**config.mk**
```make
export PLATFORM = sky130hd
export DESIGN_NAME = ttg_ctrl
export DESIGN_NICKNAME = d
export VERILOG_FILES = /design/src/rtl/ttg_pkg.sv /design/src/rtl/ttg_ctrl.sv
export VERILOG_INCLUDE_DIRS = /design/src /design/src/rtl
export SDC_FILE = /design/constraint.sdc
export NUM_CORES = 1
export LEC_CHECK = 0
export BUFFER_PORTS_ARGS = -buffer_cell sky130_fd_sc_hd__clkbuf_2
export CORE_AREA = 3 3 40 42
export DETAILED_ROUTE_END_ITERATION = 10
export DIE_AREA = 0 0 43 45
export GPL_ROUTABILITY_DRIVEN = 1
export SYNTH_ARGS = -nofsm -noshare
export SYNTH_HDL_FRONTEND = slang
export SYNTH_SLANG_ARGS = --single-unit
```
**constraint.sdc**
```tcl
create_clock -name clk -period 1.3 [get_ports clk]
set_input_delay 0.26 -clock clk [delete_from_list [all_inputs] [get_ports clk]]
set_output_delay 0.26 -clock clk [all_outputs]
set_load 0.1 [all_outputs]
```
**src/rtl/trapezoidal_trajectory_generator_defines.svh**
```systemverilog
// assertion macros used by the trajectory generator controller
`ifndef TRAPEZOIDAL_TRAJECTORY_GENERATOR_DEFINES_SVH
`define TRAPEZOIDAL_TRAJECTORY_GENERATOR_DEFINES_SVH

`ifndef SYNTHESIS
`define TTG_ASSERT_SAME(lbl, clk, rst_n, ante, cons) \
    lbl: assert property (@(posedge clk) disable iff (!rst_n) (ante) |-> (cons)) \
        else $error("ttg same-cycle check failed");
`define TTG_ASSERT_NEXT(lbl, clk, rst_n, ante, cons) \
    lbl: assert property (@(posedge clk) disable iff (!rst_n) (ante) |=> (cons)) \
        else $error("ttg next-cycle check failed");
`else
`define TTG_ASSERT_SAME(lbl, clk, rst_n, ante, cons)
`define TTG_ASSERT_NEXT(lbl, clk, rst_n, ante, cons)
`endif

`endif

```
**src/rtl/ttg_pkg.sv**
```systemverilog
// shared widths, codes and controller/datapath interface types
`default_nettype none

package ttg_pkg;

    localparam int POS_W      = 48;
    localparam int TICK_W     = 24;
    localparam int VEL_W      = 32;
    localparam int ACC_W      = 24;
    localparam int MAXV_W     = 31;
    localparam int MAXA_W     = 23;
    localparam int PHASE_W    = 2;
    localparam int MUL_W      = 32;
    localparam int CFG_IDX_W  = 1;
    localparam int CFG_DATA_W = MAXV_W;

    localparam logic [MAXV_W-1:0] MAXV_RESET = MAXV_W'(6710886);
    localparam logic [MAXA_W-1:0] MAXA_RESET = MAXA_W'(8389);

    localparam logic [CFG_IDX_W-1:0] CFG_MAX_VELOCITY = 1'b0;
    localparam logic [CFG_IDX_W-1:0] CFG_MAX_ACCEL    = 1'b1;

    typedef enum logic [PHASE_W-1:0] {
        PH_ACCEL,
        PH_CRUISE,
        PH_DECEL,
        PH_IDLE
    } phase_t;

    typedef enum logic [3:0] {
        OP_NONE,
        OP_VT,
        OP_AT,
        OP_ATT_LO,
        OP_ATT_HI,
        OP_VV,
        OP_REM_LO,
        OP_REM_HI,
        OP_EVAL
    } op_t;

    typedef struct packed {
        op_t  op;
        logic capture;
        logic commit;
    } ttg_cmd_t;

    typedef struct packed {
        logic phase_idle;
    } ttg_status_t;

endpackage

`default_nettype wire

```
**src/rtl/ttg_ctrl.sv**
```systemverilog
// sequencer for the tick transaction: capture, multiply steps, commit
`default_nettype none
`include "trapezoidal_trajectory_generator_defines.svh"

module ttg_ctrl (
    input  logic                 clk,
    input  logic                 rst_n,
    input  logic                 in_valid,
    output logic                 in_ready,
    output logic                 out_valid,
    input  logic                 out_ready,
    input  ttg_pkg::ttg_status_t sts,
    output ttg_pkg::ttg_cmd_t    cmd
);
    import ttg_pkg::*;

    typedef enum logic [1:0] {
        S_IDLE,
        S_RUN,
        S_COMMIT
    } state_t;

    localparam int              STEP_W    = 3;
    localparam logic [STEP_W-1:0] STEP_LAST = {STEP_W{1'b1}};

    state_t            state_reg, state_next;
    logic [STEP_W-1:0] step_reg, step_next;
    logic              out_valid_reg, out_valid_next;

    assign in_ready  = (state_reg == S_IDLE);
    assign out_valid = out_valid_reg;

    always_comb
    begin
        state_next  = state_reg;
        step_next   = step_reg;
        cmd         = '{op: OP_NONE, capture: 1'b0, commit: 1'b0};
        case (state_reg)
            S_IDLE:
            begin
                if (in_valid)
                begin
                    cmd.capture = 1'b1;
                    step_next   = '0;
                    // an idle tick needs no arithmetic
                    state_next  = sts.phase_idle ? S_COMMIT : S_RUN;
                end
            end
            S_RUN:
            begin
                case (step_reg)
                    3'd0:    cmd.op = OP_VT;
                    3'd1:    cmd.op = OP_AT;
                    3'd2:    cmd.op = OP_ATT_LO;
                    3'd3:    cmd.op = OP_ATT_HI;
                    3'd4:    cmd.op = OP_VV;
                    3'd5:    cmd.op = OP_REM_LO;
                    3'd6:    cmd.op = OP_REM_HI;
                    default: cmd.op = OP_EVAL;
                endcase
                step_next = step_reg + 1'b1;
                if (step_reg == STEP_LAST)
                begin
                    state_next = S_COMMIT;
                end
            end
            S_COMMIT:
            begin
                if (!out_valid_reg || out_ready)
                begin
                    cmd.commit = 1'b1;
                    state_next = S_IDLE;
                end
            end
            default:
            begin
                state_next = S_IDLE;
            end
        endcase

        if (cmd.commit)
        begin
            out_valid_next = 1'b1;
        end
        else if (out_ready)
        begin
            out_valid_next = 1'b0;
        end
        else
        begin
            out_valid_next = out_valid_reg;
        end
    end

    always_ff @(posedge clk or negedge rst_n)
    begin
        if (!rst_n)
        begin
            state_reg     <= S_IDLE;
            step_reg      <= '0;
            out_valid_reg <= 1'b0;
        end
        else
        begin
            state_reg     <= state_next;
            step_reg      <= step_next;
            out_valid_reg <= out_valid_next;
        end
    end

    `TTG_ASSERT_NEXT(a_run_starts, clk, rst_n, in_valid && in_ready && !sts.phase_idle, cmd.op == OP_VT)
    `TTG_ASSERT_SAME(a_commit_slot_free, clk, rst_n, cmd.commit, !out_valid_reg || out_ready)
    `TTG_ASSERT_NEXT(a_commit_shows, clk, rst_n, cmd.commit, out_valid_reg && in_ready)

endmodule

`default_nettype wire

```
* After elaboration in Yosys (flattened, before gate mapping) *
Index checks and enable logic that the tools add are counted.

storage, ports and cells
  bits in read-only memories = 0
  bits in writable memories = 0
  word-level logic and storage cells = 39
  input port bits = 5
  latch bits = 0
  memories kept = 0
  bits in registers = 6

cells by class
  bitwise operators = 0
  shift operators = 0
  div/mod/pow operators = 0
  reductions and logical operators = 8
  $mul = 0
  eq/ne operators = 12
  $lt $le $gt $ge = 0
  $add $sub $neg = 1
  mux-type cells = 15

operator list
  cell                                                             number
  4-bit case mux with 7 select lines                               1
  3-bit == test, second input constant                             4
  2-bit two-way mux                                                4
  3-bit by 2-bit == test with 1-bit output, second input constant  2
  1-bit two-way mux                                                6
  2-bit inequality test, second input constant                     3
  2-bit case mux with 3 select lines                               1
  3-bit case mux with 2 select lines                               1
  4-bit two-way mux                                                1
  2-bit nonzero test                                               2
  3-bit by 1-bit adder with 3-bit output, second input constant    1
  3-bit by 1-bit == test with 1-bit output, second input constant  1
  3-bit zero test                                                  1
  3-bit two-way mux                                                1
  3-bit AND reduction                                              1
  2-bit by 1-bit == test with 1-bit output, second input constant  1
  2-bit == test, second input constant                             1
  2-bit zero test                                                  1
  2-bit AND reduction                                              1
  1-bit zero test                                                  1
  1-bit logical OR                                                 1

* Depth between registers and ports, before layout *
Gate-level depths: netlist of run 1.

  depth after elaboration = 5
  depth in mapped cells = 4

* Worst setup path before layout of run 1 *
OpenSTA, ideal clock, no wires.

  kind = register to output
  from = reg state_reg[1]
  to = out cmd[1] (netlist bit)
  cell stages (with the launch flop) = 3
  data arrival time = 2630 ps
  path slack = -1590 ps
  cell sequence = dfrtp_1 > nor2_1 > and2_1

RTL lines
  element                 line             RTL
  start, declared         ttg_ctrl.sv:26   state_t state_reg, state_next;
  start signal, assigned  ttg_ctrl.sv:105  state_reg <= state_next;
  end, declared           ttg_ctrl.sv:13   output ttg_pkg::ttg_cmd_t cmd

==> run summary, run 1 <==
status - finished, violations left
failing checks - setup timing
Largest register FFs - 3
Final Hold Vio Count - 0
Cell variety after synth - 19
# DRC - 0
clk sink count - 6
post-DP HPWL - 770 um
gpl congestion - 0.668
Filler cells - 99
Yosys reg bits - 6
startpoint types - flop
Final WS setup - -514 ps
crit path max fanout - 4
# diodes - 0
IO Pins - 13
first-pass GRT wire length - 1750 um
period utilization - 1.40
gr usage total - 0.123
cell at the slowest stage of the critical path - dfrtp_1
fmax - 0.551 GHz
Worst Path Arrival - 1550 ps
hold_sp - out_ready
Layout Skew - 12.3 ps
Worst-Skew Late Latency - 250 ps
final setup vio count - 7
cells after synthesis - 44
Slew HR - 0.815
routed length per placed instance - 11.3 um
max incr delay on CP - 410 ps
CTS tree - built
cts bufs inserted - 3
initial antenna violation count - 0
largest net degree at the start of global routing - 8
CP Data Required Time - 1040 ps
Cells after DPL - 82
Hold Crit Depth - 2
RSZ-0062 raised after global routing - true
Slew @ Worst Pin - 277 ps
Die H - 45 um
drt first pass iters - 1
routed wire length - 1020 um
worst min path class - in -> reg
clock transition at the registers of the reported paths - 60 ps
antenna-violating nets left - 0
Die ar. - 0.00194 sq mm
CP cell instances - ha_2 -> ha_4 -> nor4b_4 -> buf_12
Area Growth Syn to Fin - 111%
RR Startpoint - state_reg[0]$_DFFE_PN0P_
Detailed Route Iter0 Violations - 0
commonest non-fill, non-tap cell in the layout - buf_4
Mapped Avg Cell Area - 9.58 sq um
Post-Place Worst Slack - -285 ps
reg-to-reg endpoint - state_reg[0]$_DFFE_PN0P_
Reg2Reg Depth - 4
NumNets Final - 87
PortBufs - 12
Hold EP - out_valid$_DFFE_PN0P_
Seq/Total Area, Yosys - 0.356
vias in the first global route - 416
Vias - 418
Crit Path Class - reg -> out
yosys synthesis warning count - 0
syn nets - 55
row cnt - 13
Max clock buf depth - 2
proportion of layout cells with a drive suffix above 1 - 0.680
synthesized area - 422 sq um
vias per std cell - 4.64
post-route insts no fill - 90
FF-to-FF setup slack - 30 ps
Max Cap Viol - 0
grt ovf - 0
Fin Setup TNS - -2310 ps
commonest cells after routing, fill and taps aside - buf_4 (12), buf_12 (8), inv_1 (6)
initial core utilization - 0.328
CP Capture Type - primary output
Chip Width - 43 um
core area - 0.00128 sq mm
Max H-tree Level - 1
post-route minimum period - 1810 ps
root buf cell - clkbuf_4
Final Max Tran Viols - 0
cells in the mapped netlist:
master     number  area, sq um
o21bai_1        1         7.51
nor2_1          5         18.8
nor4b_2         1         15.0
a21oi_1         4         20.0
nand3b_1        1         7.51
buf_4           1         7.51
nor2b_1         1         6.26
o31ai_1         1         7.51
dfrtp_1         6          150
or3b_1          2         17.5
and2_1          1         6.26
a22oi_1         1         7.51
ha_1            6         75.1
a22o_1          1         8.76
o21ai_1         1         5.00
inv_1           6         22.5
mux2_2          1         11.3
nand2b_1        3         18.8
o2bb2ai_1       1         8.76
stage by stage:
stage,utilization,area (sq um),hold slack [ps]
global placement,0.601,772,93.9
CTS,0.668,858,198
finish,0.693,891,203
global route,0.693,891,210
floorplan,-,494,-35.6
detailed placement,0.601,772,95.9
cell type report:
cell class                      instances  area, sq um  share of cell area
Clock buffer                            4         26.3              0.0295
Inverter                                6         22.5              0.0253
Multi-Input combinational cell         31          354               0.397
Sequential cell                         6          155               0.174
Tap cell                               15         18.8              0.0211
Timing Repair Buffer                   28          314               0.353
cells by family after synthesis:
logic type / after synthesis / share of synthesized area
and+or+nand+nor: 14 / 0.214
DFF: 6 / 0.356
buffers and inverters: 7 / 0.0712
adders and majority gates: 6 / 0.178
muxes: 1 / 0.0267
AOI/OAI and AO/OA: 10 / 0.154
what timing repair did:
action	in CTS	in global routing
hold buffers	1	0
hold endpoints to repair	6	0
buffers inserted	3	0
pin swaps	4	3
resized for setup	7	7
setup endpoints to repair	7	9
worst max-delay path by stage:
stage                                  from  endpoint  cells past startpoint
CTS                 step_reg[1]$_DFFE_PN0P_    cmd[5]                      4
global placement    step_reg[0]$_DFFE_PN0P_    cmd[4]                      6
detailed placement  step_reg[0]$_DFFE_PN0P_    cmd[4]                      6
global route        step_reg[0]$_DFFE_PN0P_    cmd[5]                      5
finish              step_reg[1]$_DFFE_PN0P_    cmd[5]                      4
floorplan           step_reg[1]$_DFFE_PN0P_    cmd[5]                      3
critical path: cells and delay by family, from the launching register on:
family        cells  cell delay, ps
simple gates      1             300
buf+inv           1             210
fa+ha+maj         2             390
flops             1             410
metal layers:
metal	vias up	global-route usage	wire, um
met5	-	0	0
met4	0	0.0542	6
met3	2	0.0518	39
met2	6	0.198	512
met1	199	0.143	455
li1	211	-	-
Power of run 1 is left out: the tool's default activity adds up to more than one toggle a clock period on the data nets, which glitch-free logic cannot reach.
==> run 2: changes to the inputs <==
==> constraint.sdc (replaced) <==
create_clock -name clk -period 1.79 [get_ports clk]
set_input_delay 0.358 -clock clk [delete_from_list [all_inputs] [get_ports clk]]
set_output_delay 0.358 -clock clk [all_outputs]
set_load 0.1 [all_outputs]
==> run 2 against run 1 <==
  * The run still ends with setup timing left
  * Non-clock buffer count down 10
  * Via count decreased by 11%
  * Die area is the same
  * Hold slack improved by 130 ps
  * Global-route usage decreased by 2.3 points
  * Sequential cell count stayed put
==> run summary, run 2 (synthesized netlist as in run 1, its figures left out) <==
FF-to-FF setup slack - 630 ps (+600 ps)
Top Usage Layer GRT - met2
Area Growth Syn to Fin - 76.3%
Cells after DPL - 73 (-11%)
Slew @ Worst Pin - 542 ps (+265 ps)
antenna-violating nets left - 0 (unchanged)
post-DP HPWL - 691 um (-10%)
PortBufs - 12 (unchanged)
final setup vio count - 3 (-4)
Reg2Reg Depth - 4 (unchanged)
post-route minimum period - 1940 ps
Hold Crit Depth - 2 (unchanged)
CP Data Required Time - 1430 ps (+390 ps)
Worst-Skew Late Latency - 250 ps (about the same)
hold_sp - out_ready
CP Capture Type - primary output
Worst Path Arrival - 1580 ps (+30 ps)
worst min path class - in -> reg
routed length per placed instance - 11.2 um (-1.1%)
# diodes - 0 (unchanged)
crit path max fanout - 4 (unchanged)
met1 Track Usage GR - 0.118 (-0.0250)
Chip Width - 43 um (unchanged)
Layout Skew - 9.62 ps (-2.65 ps)
vias per std cell - 4.70 (+1.1%)
clock transition at the registers of the reported paths - 40 ps (-20 ps)
fmax - 0.515 GHz
CTS tree - built
status - finished, violations left
gpl congestion - 0.692 (+3.5%)
Filler cells - 113 (+14%)
drt first pass iters - 4 (+3)
initial core utilization - 0.328 (unchanged)
clk sink count - 6 (unchanged)
cts bufs inserted - 3 (unchanged)
initial antenna violation count - 0 (unchanged)
Die ar. - 0.00194 sq mm (unchanged)
root buf cell - clkbuf_4
Largest register FFs - 3 (unchanged)
Max clock buf depth - 2 (unchanged)
Die H - 45 um (unchanged)
failing checks - setup timing
met2 usage - 0.159 (-0.0389)
proportion of layout cells with a drive suffix above 1 - 0.594 (-0.0863)
RR Startpoint - step_reg[0]$_DFFE_PN0P_
Max Cap Viol - 0 (unchanged)
Vias - 371 (-11%)
period utilization - 1.08
gr usage total - 0.0998 (-0.0228)
row cnt - 13 (unchanged)
largest net degree at the start of global routing - 10 (+2)
core area - 0.00128 sq mm (unchanged)
Final Max Tran Viols - 0 (unchanged)
Max H-tree Level - 1 (unchanged)
Detailed Route Iter0 Violations - 3 (+3)
met3 Usage GRT - 0.0598 (+0.00797)
Crit Path Class - reg -> out
first-pass GRT wire length - 1420 um (-19%)
Hold EP - out_valid$_DFFE_PN0P_
Final Hold Vio Count - 0 (unchanged)
startpoint types - flop
vias in the first global route - 351 (-16%)
Final WS setup - -151 ps (+363 ps)
Slew HR - 0.640 (-0.175)
grt ovf - 0 (unchanged)
post-route insts no fill - 79 (-12%)
# DRC - 0 (unchanged)
NumNets Final - 77 (-11%)
routed wire length - 881 um (-13%)
commonest cells after routing, fill and taps aside - buf_12 (6), buf_4 (6), clkbuf_2 (5)
IO Pins - 13 (unchanged)
RSZ-0062 raised after global routing - true
reg-to-reg endpoint - state_reg[1]$_DFFE_PN0P_
==> run 2: cell count changes in the layout (fill, tap and decap cells not counted), sizes merged <==
cell / change
buf: -11
==> run 2: stage by stage <==
step	TNS (ps)	hold slack, ps	util	cell area [sq um]	worst slack, ps
6_report	-306	332	0.578	743	-151
5_1_grt	-531	321	0.578	743	-202
4_1_cts	-324	320	0.548	704	-173
3_5_place_dp	0	197	0.513	659	83.8
3_3_place_gp	0	192	0.513	659	110
2_1_floorplan	-852	62.4	-	473	-411
==> run 2: worst max-delay path by stage <==
| stage | startpoint | to | slack, ps | cells after the start |
|---|---|---|---|---|
| final | step_reg[0]$_DFFE_PN0P_ | cmd[5] | -150 | 4 |
| after global routing | step_reg[1]$_DFFE_PN0P_ | cmd[5] | -200 | 4 |
| after CTS | step_reg[1]$_DFFE_PN0P_ | cmd[5] | -170 | 4 |
| after detailed placement | step_reg[0]$_DFFE_PN0P_ | cmd[5] | 80 | 5 |
| after global placement | step_reg[0]$_DFFE_PN0P_ | cmd[4] | 110 | 6 |
| after floorplan | step_reg[1]$_DFFE_PN0P_ | cmd[5] | -410 | 3 |
==> run 2: worst max-delay path, cell delays in order, from the launching register on <==
cell	delay, ps
dfrtp_2	440
ha_4	190
ha_4	170
nor4b_4	330
buf_12	220
==> run 2: what timing repair did <==
item / CTS / global route
resized for setup: 3 / 7
endpoints found under the hold margin: 6 / 0
gates cloned: 0 / 0
hold buffers: 1 / 0
pin swaps: 1 / 5
setup endpoints to repair: 2 / 5
buffers inserted: 1 / 1
==> run 2: layer usage <==
layer,vias to the layer above,part of all wire
li1,190,-
met1,174,0.42
met2,7,0.53
met3,0,0.048
met4,0,0
met5,-,0
==> run 2: final cells by class <==
class	count	area (sq um)	share of cell area
clock buffers	3	22.5	0.0303
inverters	6	22.5	0.0303
multi-input cells	31	327	0.439
flip-flops and latches	6	153	0.205
well taps	15	18.8	0.0253
repair buffers	18	200	0.269
Power of run 2 is left out for the same reason.
